$ cat config.mk
export PLATFORM = sky130hd
export DESIGN_NAME = rv32i_instruction_decoder_top
export DESIGN_NICKNAME = d
export VERILOG_FILES = /design/src/hw/rtl/rv32dec_pkg.sv /design/src/hw/rtl/rv32i_instruction_decoder_top.sv
export SDC_FILE = /design/constraint.sdc
export NUM_CORES = 1
export LEC_CHECK = 0
export BUFFER_PORTS_ARGS = -buffer_cell sky130_fd_sc_hd__buf_2
export CAP_MARGIN = 30
export CORE_ASPECT_RATIO = 0.8
export CORE_MARGIN = 3
export CORE_UTILIZATION = 55
export CTS_BUF_LIST = sky130_fd_sc_hd__clkbuf_8 sky130_fd_sc_hd__clkbuf_16
export CTS_CLUSTER_DIAMETER = 200
export DETAILED_ROUTE_END_ITERATION = 16
export GPL_ROUTABILITY_DRIVEN = 1
export HOLD_SLACK_MARGIN = 0.02
export PLACE_DENSITY = 0.8
export REMOVE_ABC_BUFFERS = 1
export SYNTH_ARGS = -nofsm -noshare
export SYNTH_HDL_FRONTEND = slang
export SYNTH_SLANG_ARGS = --single-unit
export TNS_END_PERCENT = 100
$ cat constraint.sdc
create_clock -name clk -period 5.5 [get_ports clk]
set_clock_uncertainty 0.1 [all_clocks]
set_input_delay 0.275 -clock clk [delete_from_list [all_inputs] [get_ports clk]]
set_output_delay 0.275 -clock clk [all_outputs]
set_load 0.005 [all_outputs]
$ cat src/hw/rtl/rv32dec_pkg.sv
// ----------------------------------------------------------------------------
// RV32I decoder package
// Operation codes, opcode values and field types shared by the decoder.
// ----------------------------------------------------------------------------
package rv32dec_pkg;

  typedef logic [5:0]  op_t;
  typedef logic [6:0]  opcode_t;
  typedef logic [4:0]  reg_idx_t;
  typedef logic [31:0] word_t;

  // Major opcodes
  localparam opcode_t OPC_LUI    = 7'h37;
  localparam opcode_t OPC_AUIPC  = 7'h17;
  localparam opcode_t OPC_JAL    = 7'h6f;
  localparam opcode_t OPC_JALR   = 7'h67;
  localparam opcode_t OPC_BRANCH = 7'h63;
  localparam opcode_t OPC_LOAD   = 7'h03;
  localparam opcode_t OPC_STORE  = 7'h23;
  localparam opcode_t OPC_OP_IMM = 7'h13;
  localparam opcode_t OPC_OP     = 7'h33;
  localparam opcode_t OPC_SYSTEM = 7'h73;

  localparam word_t WORD_ECALL  = 32'h0000_0073;
  localparam word_t WORD_EBREAK = 32'h0010_0073;

  localparam logic [6:0] F7_BASE = 7'h00;
  localparam logic [6:0] F7_ALT  = 7'h20;

  // Operation codes
  localparam op_t OP_ILLEGAL = 6'd0;
  localparam op_t OP_LUI     = 6'd1;
  localparam op_t OP_AUIPC   = 6'd2;
  localparam op_t OP_JAL     = 6'd3;
  localparam op_t OP_JALR    = 6'd4;
  localparam op_t OP_BEQ     = 6'd5;
  localparam op_t OP_BNE     = 6'd6;
  localparam op_t OP_BLT     = 6'd7;
  localparam op_t OP_BGE     = 6'd8;
  localparam op_t OP_BLTU    = 6'd9;
  localparam op_t OP_BGEU    = 6'd10;
  localparam op_t OP_LB      = 6'd11;
  localparam op_t OP_LH      = 6'd12;
  localparam op_t OP_LW      = 6'd13;
  localparam op_t OP_LBU     = 6'd14;
  localparam op_t OP_LHU     = 6'd15;
  localparam op_t OP_SB      = 6'd16;
  localparam op_t OP_SH      = 6'd17;
  localparam op_t OP_SW      = 6'd18;
  localparam op_t OP_ADDI    = 6'd19;
  localparam op_t OP_SLTI    = 6'd20;
  localparam op_t OP_SLTIU   = 6'd21;
  localparam op_t OP_XORI    = 6'd22;
  localparam op_t OP_ORI     = 6'd23;
  localparam op_t OP_ANDI    = 6'd24;
  localparam op_t OP_SLLI    = 6'd25;
  localparam op_t OP_SRLI    = 6'd26;
  localparam op_t OP_SRAI    = 6'd27;
  localparam op_t OP_ADD     = 6'd28;
  localparam op_t OP_SUB     = 6'd29;
  localparam op_t OP_SLL     = 6'd30;
  localparam op_t OP_SLT     = 6'd31;
  localparam op_t OP_SLTU    = 6'd32;
  localparam op_t OP_XOR     = 6'd33;
  localparam op_t OP_SRL     = 6'd34;
  localparam op_t OP_SRA     = 6'd35;
  localparam op_t OP_OR      = 6'd36;
  localparam op_t OP_AND     = 6'd37;
  localparam op_t OP_CSRRW   = 6'd38;
  localparam op_t OP_CSRRS   = 6'd39;
  localparam op_t OP_CSRRC   = 6'd40;
  localparam op_t OP_CSRRWI  = 6'd41;
  localparam op_t OP_CSRRSI  = 6'd42;
  localparam op_t OP_CSRRCI  = 6'd43;
  localparam op_t OP_ECALL   = 6'd44;
  localparam op_t OP_EBREAK  = 6'd45;

endpackage

$ cat src/hw/rtl/rv32i_instruction_decoder_top.sv
// ----------------------------------------------------------------------------
// RV32I instruction decoder
// Classifies one instruction word per item and returns register fields,
// format immediate and jal/branch target.
// ----------------------------------------------------------------------------
// Usage:
//   Input channel in_valid/in_ready carries the instruction word and its
//   address. Output channel out_valid/out_ready carries the decoded operation
//   (0 = illegal), rd/rs1/rs2, the immediate (zero-extended for shifts
//   and CSRs, else sign-extended) and the target. The input register
//   holds the word; the decode and target adder feed the result register.
//   Throughput is one item per cycle while results are taken; the two
//   register stages advance whenever the result register is empty or being
//   taken, so a new item is taken while a result waits if stage 1 is empty.
//   When the receiver stalls, the pipe fills (two items held) and in_ready
//   drops; no item is lost or repeated. The critical path is the 32-bit
//   target adder behind the immediate select.
//   Reset clears both stage valid flags; payload registers are not reset.
//   Illegal words (including fence) give all-zero result fields.
// ----------------------------------------------------------------------------
module rv32i_instruction_decoder_top (
  input  logic                clk,
  input  logic                rst_n,
  input  logic                in_valid,
  output logic                in_ready,
  input  rv32dec_pkg::word_t  in_pc_address,
  input  rv32dec_pkg::word_t  in_instruction,
  output logic                out_valid,
  input  logic                out_ready,
  output rv32dec_pkg::op_t    out_operation,
  output rv32dec_pkg::reg_idx_t out_dest_reg,
  output rv32dec_pkg::reg_idx_t out_src_reg_one,
  output rv32dec_pkg::reg_idx_t out_src_reg_two,
  output logic signed [31:0]  out_immediate,
  output rv32dec_pkg::word_t  out_target
);
  import rv32dec_pkg::*;

  // stage 1: input register
  logic     s1_valid_r;
  word_t    s1_pc_r;
  word_t    s1_instr_r;

  // stage 2: result register
  logic     out_valid_r;
  op_t      op_r,  op_nxt;
  reg_idx_t rd_r,  rd_nxt;
  reg_idx_t rs1_r, rs1_nxt;
  reg_idx_t rs2_r, rs2_nxt;
  word_t    imm_r, imm_nxt;
  word_t    tgt_r, tgt_nxt;

  logic out_adv;
  assign out_adv  = !out_valid_r || out_ready;
  assign in_ready = !s1_valid_r || out_adv;

  always_ff @(posedge clk) begin
    if (!rst_n) begin
      s1_valid_r <= 1'b0;
    end else if (in_ready) begin
      s1_valid_r <= in_valid;
    end
    if (in_ready && in_valid) begin
      s1_pc_r    <= in_pc_address;
      s1_instr_r <= in_instruction;
    end
  end

  // decode
  word_t      w;
  opcode_t    opc;
  logic [2:0] f3;
  logic [6:0] f7;
  word_t      imm_i, imm_s, imm_b, imm_j, imm_u, imm_sh, imm_csr;
  logic       has_tgt;

  always_comb begin
    w       = s1_instr_r;
    opc     = w[6:0];
    f3      = w[14:12];
    f7      = w[31:25];
    imm_i   = {{20{w[31]}}, w[31:20]};
    imm_s   = {{20{w[31]}}, w[31:25], w[11:7]};
    imm_b   = {{19{w[31]}}, w[31], w[7], w[30:25], w[11:8], 1'b0};
    imm_j   = {{11{w[31]}}, w[31], w[19:12], w[20], w[30:21], 1'b0};
    imm_u   = {w[31:12], 12'h000};
    imm_sh  = {27'd0, w[24:20]};
    imm_csr = {20'd0, w[31:20]};

    op_nxt  = OP_ILLEGAL;
    imm_nxt = '0;
    has_tgt = 1'b0;

    if (w == WORD_ECALL) begin
      op_nxt = OP_ECALL;
    end else if (w == WORD_EBREAK) begin
      op_nxt = OP_EBREAK;
    end else begin
      case (opc)
        OPC_LUI: begin
          op_nxt  = OP_LUI;
          imm_nxt = imm_u;
        end
        OPC_AUIPC: begin
          op_nxt  = OP_AUIPC;
          imm_nxt = imm_u;
        end
        OPC_JAL: begin
          op_nxt  = OP_JAL;
          imm_nxt = imm_j;
          has_tgt = 1'b1;
        end
        OPC_JALR: begin
          if (f3 == 3'd0) begin
            op_nxt  = OP_JALR;
            imm_nxt = imm_i;
          end
        end
        OPC_BRANCH: begin
          if (!(f3 inside {3'd2, 3'd3})) begin
            case (f3)
              3'd0:    op_nxt = OP_BEQ;
              3'd1:    op_nxt = OP_BNE;
              3'd4:    op_nxt = OP_BLT;
              3'd5:    op_nxt = OP_BGE;
              3'd6:    op_nxt = OP_BLTU;
              default: op_nxt = OP_BGEU;
            endcase
            imm_nxt = imm_b;
            has_tgt = 1'b1;
          end
        end
        OPC_LOAD: begin
          case (f3)
            3'd0:    op_nxt = OP_LB;
            3'd1:    op_nxt = OP_LH;
            3'd2:    op_nxt = OP_LW;
            3'd4:    op_nxt = OP_LBU;
            3'd5:    op_nxt = OP_LHU;
            default: op_nxt = OP_ILLEGAL;
          endcase
          if (op_nxt != OP_ILLEGAL) imm_nxt = imm_i;
        end
        OPC_STORE: begin
          case (f3)
            3'd0:    op_nxt = OP_SB;
            3'd1:    op_nxt = OP_SH;
            3'd2:    op_nxt = OP_SW;
            default: op_nxt = OP_ILLEGAL;
          endcase
          if (op_nxt != OP_ILLEGAL) imm_nxt = imm_s;
        end
        OPC_OP_IMM: begin
          case (f3)
            3'd0:    op_nxt = OP_ADDI;
            3'd2:    op_nxt = OP_SLTI;
            3'd3:    op_nxt = OP_SLTIU;
            3'd4:    op_nxt = OP_XORI;
            3'd6:    op_nxt = OP_ORI;
            3'd7:    op_nxt = OP_ANDI;
            3'd1:    op_nxt = (f7 == F7_BASE) ? OP_SLLI : OP_ILLEGAL;
            default: op_nxt = (f7 == F7_BASE) ? OP_SRLI :
                              (f7 == F7_ALT)  ? OP_SRAI : OP_ILLEGAL;
          endcase
          // shifts carry the shift amount, not the I immediate
          if (f3 inside {3'd1, 3'd5}) begin
            if (op_nxt != OP_ILLEGAL) imm_nxt = imm_sh;
          end else begin
            imm_nxt = imm_i;
          end
        end
        OPC_OP: begin
          if (f7 == F7_BASE) begin
            case (f3)
              3'd0:    op_nxt = OP_ADD;
              3'd1:    op_nxt = OP_SLL;
              3'd2:    op_nxt = OP_SLT;
              3'd3:    op_nxt = OP_SLTU;
              3'd4:    op_nxt = OP_XOR;
              3'd5:    op_nxt = OP_SRL;
              3'd6:    op_nxt = OP_OR;
              default: op_nxt = OP_AND;
            endcase
          end else if (f7 == F7_ALT && f3 == 3'd0) begin
            op_nxt = OP_SUB;
          end else if (f7 == F7_ALT && f3 == 3'd5) begin
            op_nxt = OP_SRA;
          end
        end
        OPC_SYSTEM: begin
          case (f3)
            3'd1:    op_nxt = OP_CSRRW;
            3'd2:    op_nxt = OP_CSRRS;
            3'd3:    op_nxt = OP_CSRRC;
            3'd5:    op_nxt = OP_CSRRWI;
            3'd6:    op_nxt = OP_CSRRSI;
            3'd7:    op_nxt = OP_CSRRCI;
            default: op_nxt = OP_ILLEGAL;
          endcase
          if (op_nxt != OP_ILLEGAL) imm_nxt = imm_csr;
        end
        default: op_nxt = OP_ILLEGAL;
      endcase
    end

    if (op_nxt != OP_ILLEGAL) begin
      rd_nxt  = w[11:7];
      rs1_nxt = w[19:15];
      rs2_nxt = w[24:20];
    end else begin
      rd_nxt  = '0;
      rs1_nxt = '0;
      rs2_nxt = '0;
    end

    tgt_nxt = has_tgt ? (s1_pc_r + imm_nxt) : '0;
  end

  always_ff @(posedge clk) begin
    if (!rst_n) begin
      out_valid_r <= 1'b0;
    end else if (out_adv) begin
      out_valid_r <= s1_valid_r;
    end
    if (out_adv && s1_valid_r) begin
      op_r  <= op_nxt;
      rd_r  <= rd_nxt;
      rs1_r <= rs1_nxt;
      rs2_r <= rs2_nxt;
      imm_r <= imm_nxt;
      tgt_r <= tgt_nxt;
    end
  end

  assign out_valid       = out_valid_r;
  assign out_operation   = op_r;
  assign out_dest_reg    = rd_r;
  assign out_src_reg_one = rs1_r;
  assign out_src_reg_two = rs2_r;
  assign out_immediate   = imm_r;
  assign out_target      = tgt_r;

endmodule
# Yosys cells after proc, flatten, opt, wreduce, memory -nomap -nowiden
# Cells that the tools add are included.
# word_totals
regBits	151
in_bits	68
out_inout_bits	87
elab_cells	92
# op_classes
add_sub_neg	1
n_eq_ne	20
muxes	43
n_reduce_logical	18
# ops
op	count
$pmux 32 s8	1
$mux 32	7
$mux 6	17
$pmux 6 s10	1
$pmux 6 s7	1
$pmux 4 s5	2
$pmux 6 s6	1
$pmux 5 s7	1
$add 32x32->32	1
$eq 32x21->1 const B	1
$eq 32x7->1 const B	1
$reduce_bool 6->1	5
$eq 7x6->1 const B	4
$eq 7x7->1 const B	4
$mux 5	4
$pmux 5 s3	1
$eq 7x5->1 const B	2
$eq 3x3->1 const B	4
$mux 12	1
$eq 7x2->1 const B	1
$logic_not 7->1	1
$eq 3x2->1 const B	2
$logic_and 1x1->1	4
$mux 4	1
other kinds (9)	14

# Longest topological paths before layout
# Gate-level depths: netlist (run 1).
# depth
depth_word	14
ltp_mapped	20
depth_no_buf	19

# Least setup slack after synthesis (run 1)
# Ideal clock, no wire load.
# synth_path
kind	register to register
start	reg out_valid_r, in the netlist out_valid
end	reg rd_r[0], in the netlist out_dest_reg[0], enable pin
setup_time_ns	0.539
arrival_time_ns	4.246
required_time_ns	4.861
setup_slack_ns	0.614
stages_incl_launch_ff	3
n_path_buf	0
period_less_slack_ns	4.886
cell_sequence	dfxtp_1 nor2b_1 nor2b_1
# synth_between
elab_chain_len	3
# synth_lines
item	line	text
start: declaration	rv32i_instruction_decoder_top.sv:45	logic out_valid_r;
start signal: assignment	rv32i_instruction_decoder_top.sv:223	out_valid_r <= s1_valid_r;
$logic_not 1->1	rv32i_instruction_decoder_top.sv:54	assign out_adv = !out_valid_r || out_ready;
$logic_or 1x1->1	rv32i_instruction_decoder_top.sv:54	
$logic_and 1x1->1	rv32i_instruction_decoder_top.sv:225	if (out_adv && s1_valid_r) begin
end signal: assignment	rv32i_instruction_decoder_top.sv:227	rd_r <= rd_nxt;
end: declaration	rv32i_instruction_decoder_top.sv:47	reg_idx_t rd_r, rd_nxt;
# No other way between the ends.
# A chain may end at the register's enable or synchronous reset.

# Worst setup path in the final report (run 1)
# layout_path
start	reg s1_instr_r[6]
end	reg tgt_r[28], in the netlist out_target[28], data pin
# layout_between
elab_chain_len	6
word_cells_on_any_way	19
classes_between	add/sub (1); eq/ne (11); mux (6); reduce/logical (1)
# layout_lines
item	line	text
start: declaration	rv32i_instruction_decoder_top.sv:42	word_t s1_instr_r;
start signal: assignment	rv32i_instruction_decoder_top.sv:65	s1_instr_r <= in_instruction;
$eq 7x5->1 / $eq 7x6->1 (equally long branches)	rv32i_instruction_decoder_top.sv:99	case (opc)
$reduce_or 2->1 (no line)	n/a	
$pmux 32 s8	rv32i_instruction_decoder_top.sv:99	
$mux 32	rv32i_instruction_decoder_top.sv:96	end else if (w == WORD_EBREAK) begin
$mux 32 *	rv32i_instruction_decoder_top.sv:94	if (w == WORD_ECALL) begin
named net imm_nxt[0]	rv32i_instruction_decoder_top.sv:50	word_t imm_r, imm_nxt;
$add 32x32->32 *	rv32i_instruction_decoder_top.sv:216	tgt_nxt = has_tgt ? (s1_pc_r + imm_nxt) : '0;
end signal: assignment	rv32i_instruction_decoder_top.sv:231	tgt_r <= tgt_nxt;
end: declaration	rv32i_instruction_decoder_top.sv:51	word_t tgt_r, tgt_nxt;
# Mark *: on every way through the listed nets, which the timed path passes. The rest lies on a longest branch.

==> impl_metrics.json, run 1 <==
{
  "cts_buffer_depth": 2,
  "netlist_area_um2": 7490,
  "p_comb_frac": 0.091,
  "firstDrtPassIters": 5,
  "syn_area_per_cell_um2": 12.0,
  "finalWorstPathRequiredPeriod_ns": 5.15,
  "ff2ff_path_depth": 19,
  "coreArea_um2": 13100,
  "via_count": 6301,
  "async_reset_ff_frac": 0,
  "wl_per_cell_um": 21.8,
  "pwr-share-clk": 0.441,
  "area_growth_pct": 31.7,
  "crit_type": "register to register",
  "h-tree-depth": 4,
  "viasPerCell": 6.03,
  "critical_path.startpoint": "s1_instr_r[6]",
  "min_from": "out_ready",
  "drc": 0,
  "required_ns": 5.69,
  "swShare": 0.230,
  "clock.fmax_ghz": 0.194,
  "cts_sinks": 151,
  "end_kind": "register",
  "status": "finished clean",
  "hold_ws_ns": 0.145,
  "cp_max_fo": 7,
  "dpl_cell_area_um2": 8520,
  "start_util": 0.571,
  "synth_area_leader_cell": "edfxtp_1",
  "dp_slack_ns": 0.182,
  "ys_ff_latch": 151,
  "gr-total-overflow": 0,
  "vdd_drop_max_uv": 312,
  "ys.flop_type": "edfxtp_1",
  "cts_made_buffers": 17,
  "setup_viol": 0,
  "total_leakage_power_nw": 4.05,
  "cts_root_buf": "clkbuf_16",
  "crit_arrival_ns": 5.33,
  "antenna_cells": 0,
  "yosys_warnings": 0,
  "io_pins": 155,
  "finish.instance_area_um2": 9860,
  "final_hold_viol_count": 0,
  "hp-class": "input pin to register",
  "die_area_um2": 15100,
  "netlist.area_leader.share": 0.598,
  "post-cts-setup-buffers": 0,
  "groute.usage.overall": 0.310,
  "holdPathStages": 3,
  "slew_headroom": 0.421,
  "p_switching_mw": 0.675,
  "routabilityCongestion": 0.953,
  "grt_pass1_wl_mm": 34.5,
  "p_int_mw": 2.27,
  "ys_types": 61,
  "grt_pass1_vias": 6273,
  "hpwl_mm": 15.0,
  "period_share": 0.936,
  "antenna_found_initial": 0,
  "rsz0062_at_grt": "false",
  "synth_edf_count": 149,
  "tritoncts": "yes",
  "drive_gt1_frac": 0.249,
  "grt_max_degree": 65,
  "worst_pin_slew_ns": 0.869,
  "drt_iter0_markers": 740,
  "clk_pin_slew_ns": 0.06,
  "timing.rr.start": "s1_instr_r[6]",
  "maxCapViolations": 0,
  "dieHeight_um": 110,
  "die_x_um": 136,
  "drv_slew": 0,
  "setup_slack_ns": 0.355,
  "synthTopCellsByArea": "edfxtp_1 60%, ha_1 5.2%, a21o_1 3.4%",
  "setup_tns_ns": 0,
  "fin_nets": 957,
  "p_per_area_nw_per_um2": 298,
  "rows": 37,
  "seq_area_frac_synth": 0.603,
  "detail-route-antenna-nets": 0,
  "pwr-share-seq": 0.468,
  "wl_mm": 22.8,
  "syn_inst": 623,
  "clk_latency_ns": 0.42,
  "io_buffers": 154,
  "startpoint_type": "register"
}
-- cells in the final DEF, fill, tap and decap left out, types with 4 or more instances in the layout --
cell	instances
a31oi_1	9
nand2b_1	10
nor2_1	67
and2_1	19
edfxtp_1	149
o21a_1	5
clkbuf_16	17
nor2b_1	12
or2_2	4
ha_1	31
a211oi_1	5
nor4_1	5
nor3_1	13
bufinv_16	5
a21oi_1	45
or4_1	4
a21o_1	34
and3_1	5
inv_6	4
nand4_1	8
xor2_1	15
o21bai_1	4
nand2_1	36
buf_2	154
nand3_1	12
a22o_1	5
buf_4	13
mux2i_1	4
dlygate4sd3_1	66
xnor2_1	8
o21ai_0	24
inv_1	13
o21ai_1	5
-- what timing repair did --
action                                 in CTS  in global routing
hold buffers                               66                  0
endpoints found under the hold margin      66                  0
gates resized for setup                     0                  6
setup endpoints to repair                   0                  8
-- power by group through the flow --
stage,clock (mW),combinational [mW],sequential [mW]
floorplan,0,0.109,1.40
global placement,0,0.215,1.40
detailed placement,0,0.223,1.40
CTS,1.30,0.261,1.38
global route,1.36,0.292,1.38
finish,1.30,0.268,1.38
-- worst paths after layout --
path                                        to  slack [ns]
worst min-delay path                 out_valid        0.14
worst max register to register  out_target[28]        0.35
worst min register to register       out_valid        0.45
worst max-delay path            out_target[28]        0.35
-- layer usage --
layer  track usage  share of wire  vias up
li1              -              -     2832
met1         0.409           0.40     2938
met2         0.489           0.46      450
met3        0.0926           0.11       81
met4         0.121          0.034        0
met5             0              0        -
-- cell type report --
| class | count | area [um2] |
|---|---|---|
| repair buffers | 235 | 1560 |
| flip-flops and latches | 151 | 4510 |
| inverters | 14 | 52.6 |
| fillers | 828 | 3240 |
| clock buffers | 17 | 425 |
| multi-input cells | 438 | 2860 |
| clock inverters | 15 | 221 |
| well taps | 175 | 219 |
-- cell families (layout without fill, tap and decap cells) --
group,Yosys count,count (layout),synth area share
adders and majority gates,32,32,0.0545
AOI/OAI and AO/OA,164,164,0.142
xor gates and xnor gates,23,23,0.0269
DFF,151,151,0.603
muxes,4,4,0.00535
buffers and inverters,34,281,0.0207
and+or+nand+nor,215,215,0.147
-- synth_stat cells (13+ instances only) --
cell type and instances:
xor2_1 15, ha_1 31, edfxtp_1 149, o21ai_0 24, nand2_1 36, nor3_1 13, a21oi_1 45, inv_1 13
nor2b_1 13, nor2_1 68, a21o_1 34, and2_1 20
-- critical path, stage by stage, from the launching register on --
cell	delay [ns]
edfxtp_1	0.54
nand2_4	0.12
nor3_1	0.34
nor4bb_4	0.46
o21bai_1	0.23
nor2_1	0.07
o21ai_0	0.14
a22o_1	0.21
ha_1	0.21
inv_1	0.07
fa_1	0.40
nand2b_1	0.18
a21o_1	0.17
and3_1	0.16
o21ai_1	0.29
a211oi_2	0.17
or4_1	0.58
a21o_1	0.22
a211o_1	0.29
nand2_1	0.06
-- stage by stage --
stage | utilization | power, mW | std cells
2_1_floorplan | - | 1.50 | 603
3_3_place_gp | 0.648 | 1.61 | 945
3_5_place_dp | 0.650 | 1.62 | 947
4_1_cts | 0.750 | 2.94 | 1045
5_1_grt | 0.753 | 3.03 | 1045
6_report | 0.753 | 2.94 | 1045
(Power assumes the default switching activity.)
==> run 2, diff against run 1 <==
Settings changed: CORE_MARGIN 3 to 5.
==> run 2 against run 1 <==
- sequential power barely moved
- maximum frequency fell by 0.77%
- cell count barely moved
- largest cell class unchanged
- worst setup slack got worse by 0.040 ns
- clock-buffer cell count did not move
- sequential cell count did not move
- core utilization fell by 2.8 points
- routed wire length fell by 0.32%
==> impl_metrics.json, run 2 (synthesized netlist as in run 1, its figures left out) <==
{
  "clk_latency_ns": 0.42,
  "viasPerCell": 5.96,
  "p_per_area_nw_per_um2": 286,
  "clock.fmax_ghz": 0.193,
  "dieHeight_um": 114,
  "final_hold_viol_count": 0,
  "worst_pin_slew_ns": 0.928,
  "groute.usage.overall": 0.287,
  "nFillCells": 888,
  "cts_buffer_depth": 2,
  "p_switching_mw": 0.633,
  "end_kind": "register",
  "instances_no_fill": 1046,
  "wl_per_cell_um": 21.7,
  "grt_max_degree": 65,
  "grt_pass1_wl_mm": 35.2,
  "slew_headroom": 0.381,
  "hpwl_mm": 15.3,
  "critical_path.startpoint": "s1_instr_r[13]",
  "fin_util": 0.724,
  "finish.instance_area_um2": 9740,
  "p_comb_frac": 0.095,
  "setup_tns_ns": 0,
  "register_area_um2": 4510,
  "wl_mm": 22.7,
  "drc": 0,
  "antenna_found_initial": 0,
  "cp_max_fo": 18,
  "via_count": 6233,
  "placed_cells": 950,
  "setup_viol": 0,
  "final_common_cell": "buf_2",
  "crit_type": "register to register",
  "fin_nets": 955,
  "ff2ff_path_depth": 17,
  "detail-route-antenna-nets": 0,
  "drive_gt1_frac": 0.241,
  "io_buffers": 154,
  "coreArea_um2": 13500,
  "cts_root_buf": "clkbuf_16",
  "pwr-share-clk": 0.410,
  "hp-class": "input pin to register",
  "routabilityCongestion": 0.935,
  "pwr-share-seq": 0.495,
  "start_util": 0.556,
  "io_pins": 155,
  "die_x_um": 140,
  "timing.rr.start": "s1_instr_r[13]",
  "required_ns": 5.55,
  "min_from": "out_ready",
  "period_share": 0.943,
  "holdPathStages": 3,
  "dpl_cell_area_um2": 8500,
  "clk_pin_slew_ns": 0.06,
  "antenna_cells": 0,
  "final_cell_mix": "154 x buf_2, 149 x edfxtp_1, 67 x nor2_1, 66 x dlygate4sd3_1, 45 x a21oi_1",
  "status": "finished clean",
  "startpoint_type": "register",
  "drv_slew": 0,
  "rsz0062_at_grt": "false",
  "drt_iter0_markers": 690,
  "cts_made_buffers": 17,
  "cts_sinks": 151,
  "multiInputGateArea_um2": 2840,
  "h-tree-depth": 4,
  "firstDrtPassIters": 5,
  "area_growth_pct": 30.1,
  "finalWorstPathRequiredPeriod_ns": 5.19,
  "swShare": 0.227,
  "gr-total-overflow": 0,
  "p_int_mw": 2.16,
  "tritoncts": "yes",
  "grt_pass1_vias": 6379,
  "total_leakage_power_nw": 4.00,
  "die_area_um2": 16100,
  "vdd_drop_max_uv": 226,
  "crit_arrival_ns": 5.23,
  "rows": 38,
  "maxCapViolations": 0
}
## run 2: cell count changes in the layout (fill, tap and decap cells not counted), sizes merged
| cell | before | now |
|---|---|---|
| buf | 169 | 167 |
| bufinv | 5 | 3 |
| clkinvlp | 2 | 3 |
| inv | 18 | 17 |
## run 2: final timing paths
| path | end | slack (ns) |
|---|---|---|
| max | out_target[29] | 0.31 |
| min | out_valid | 0.14 |
| max reg2reg | out_target[29] | 0.31 |
| min reg2reg | out_valid | 0.46 |
## run 2: metrics by stage
| step | hold WS [ns] | worst slack (ns) | power [mW] |
|---|---|---|---|
| floorplan | 0.274 | 0.513 | 1.50 |
| global placement | 0.351 | 0.332 | 1.61 |
| detailed placement | 0.353 | 0.231 | 1.62 |
| CTS | 0.110 | 0.277 | 2.79 |
| global route | 0.136 | 0.00552 | 2.89 |
| finish | 0.140 | 0.315 | 2.79 |
## run 2: worst max-delay path: stages, from the launching register on
cell and delay [ns]:
edfxtp_1 0.66, nor2_1 0.41, nor4bb_2 0.45, o21bai_1 0.23, nor2_1 0.08, o21ai_0 0.10, nand2b_1 0.26, a22o_1 0.20
ha_1 0.24, o21ai_1 0.11, o211ai_1 0.24, nand3_1 0.18, o21ai_1 0.32, o21ai_1 0.17, a31oi_1 0.39, nor2_1 0.18
o41ai_1 0.45, mux2i_1 0.14
## run 2: power groups by stage
stage	clock (mW)	combinational, mW	sequential [mW]
5_1_grt	1.21	0.288	1.38
6_report	1.15	0.265	1.38
3_3_place_gp	0	0.213	1.40
3_5_place_dp	0	0.221	1.40
4_1_cts	1.15	0.259	1.38
2_1_floorplan	0	0.109	1.40
## run 2: area by class of cell
cell class | count | area share
Clock inverter | 13 | 0.0146
Sequential cell | 151 | 0.463
Clock buffer | 17 | 0.0437
Multi-Input combinational cell | 438 | 0.292
Tap cell | 180 | 0.0231
Inverter | 14 | 0.00539
Timing Repair Buffer | 233 | 0.158
## run 2: routing by layer
metal	GRT usage	share of wire	up-vias	wire, um
met4	0.0923	0.024	0	536
li1	-	-	2823	-
met1	0.384	0.41	2994	9340
met2	0.466	0.47	378	10800
met5	0	0	-	0
met3	0.0693	0.091	38	2060
## run 2: timing repair
action	in CTS	in global routing
hold endpoints to repair	66	0
gates resized for setup	0	3
hold buffers	66	0
setup endpoints to repair	0	4
setup buffers	0	0
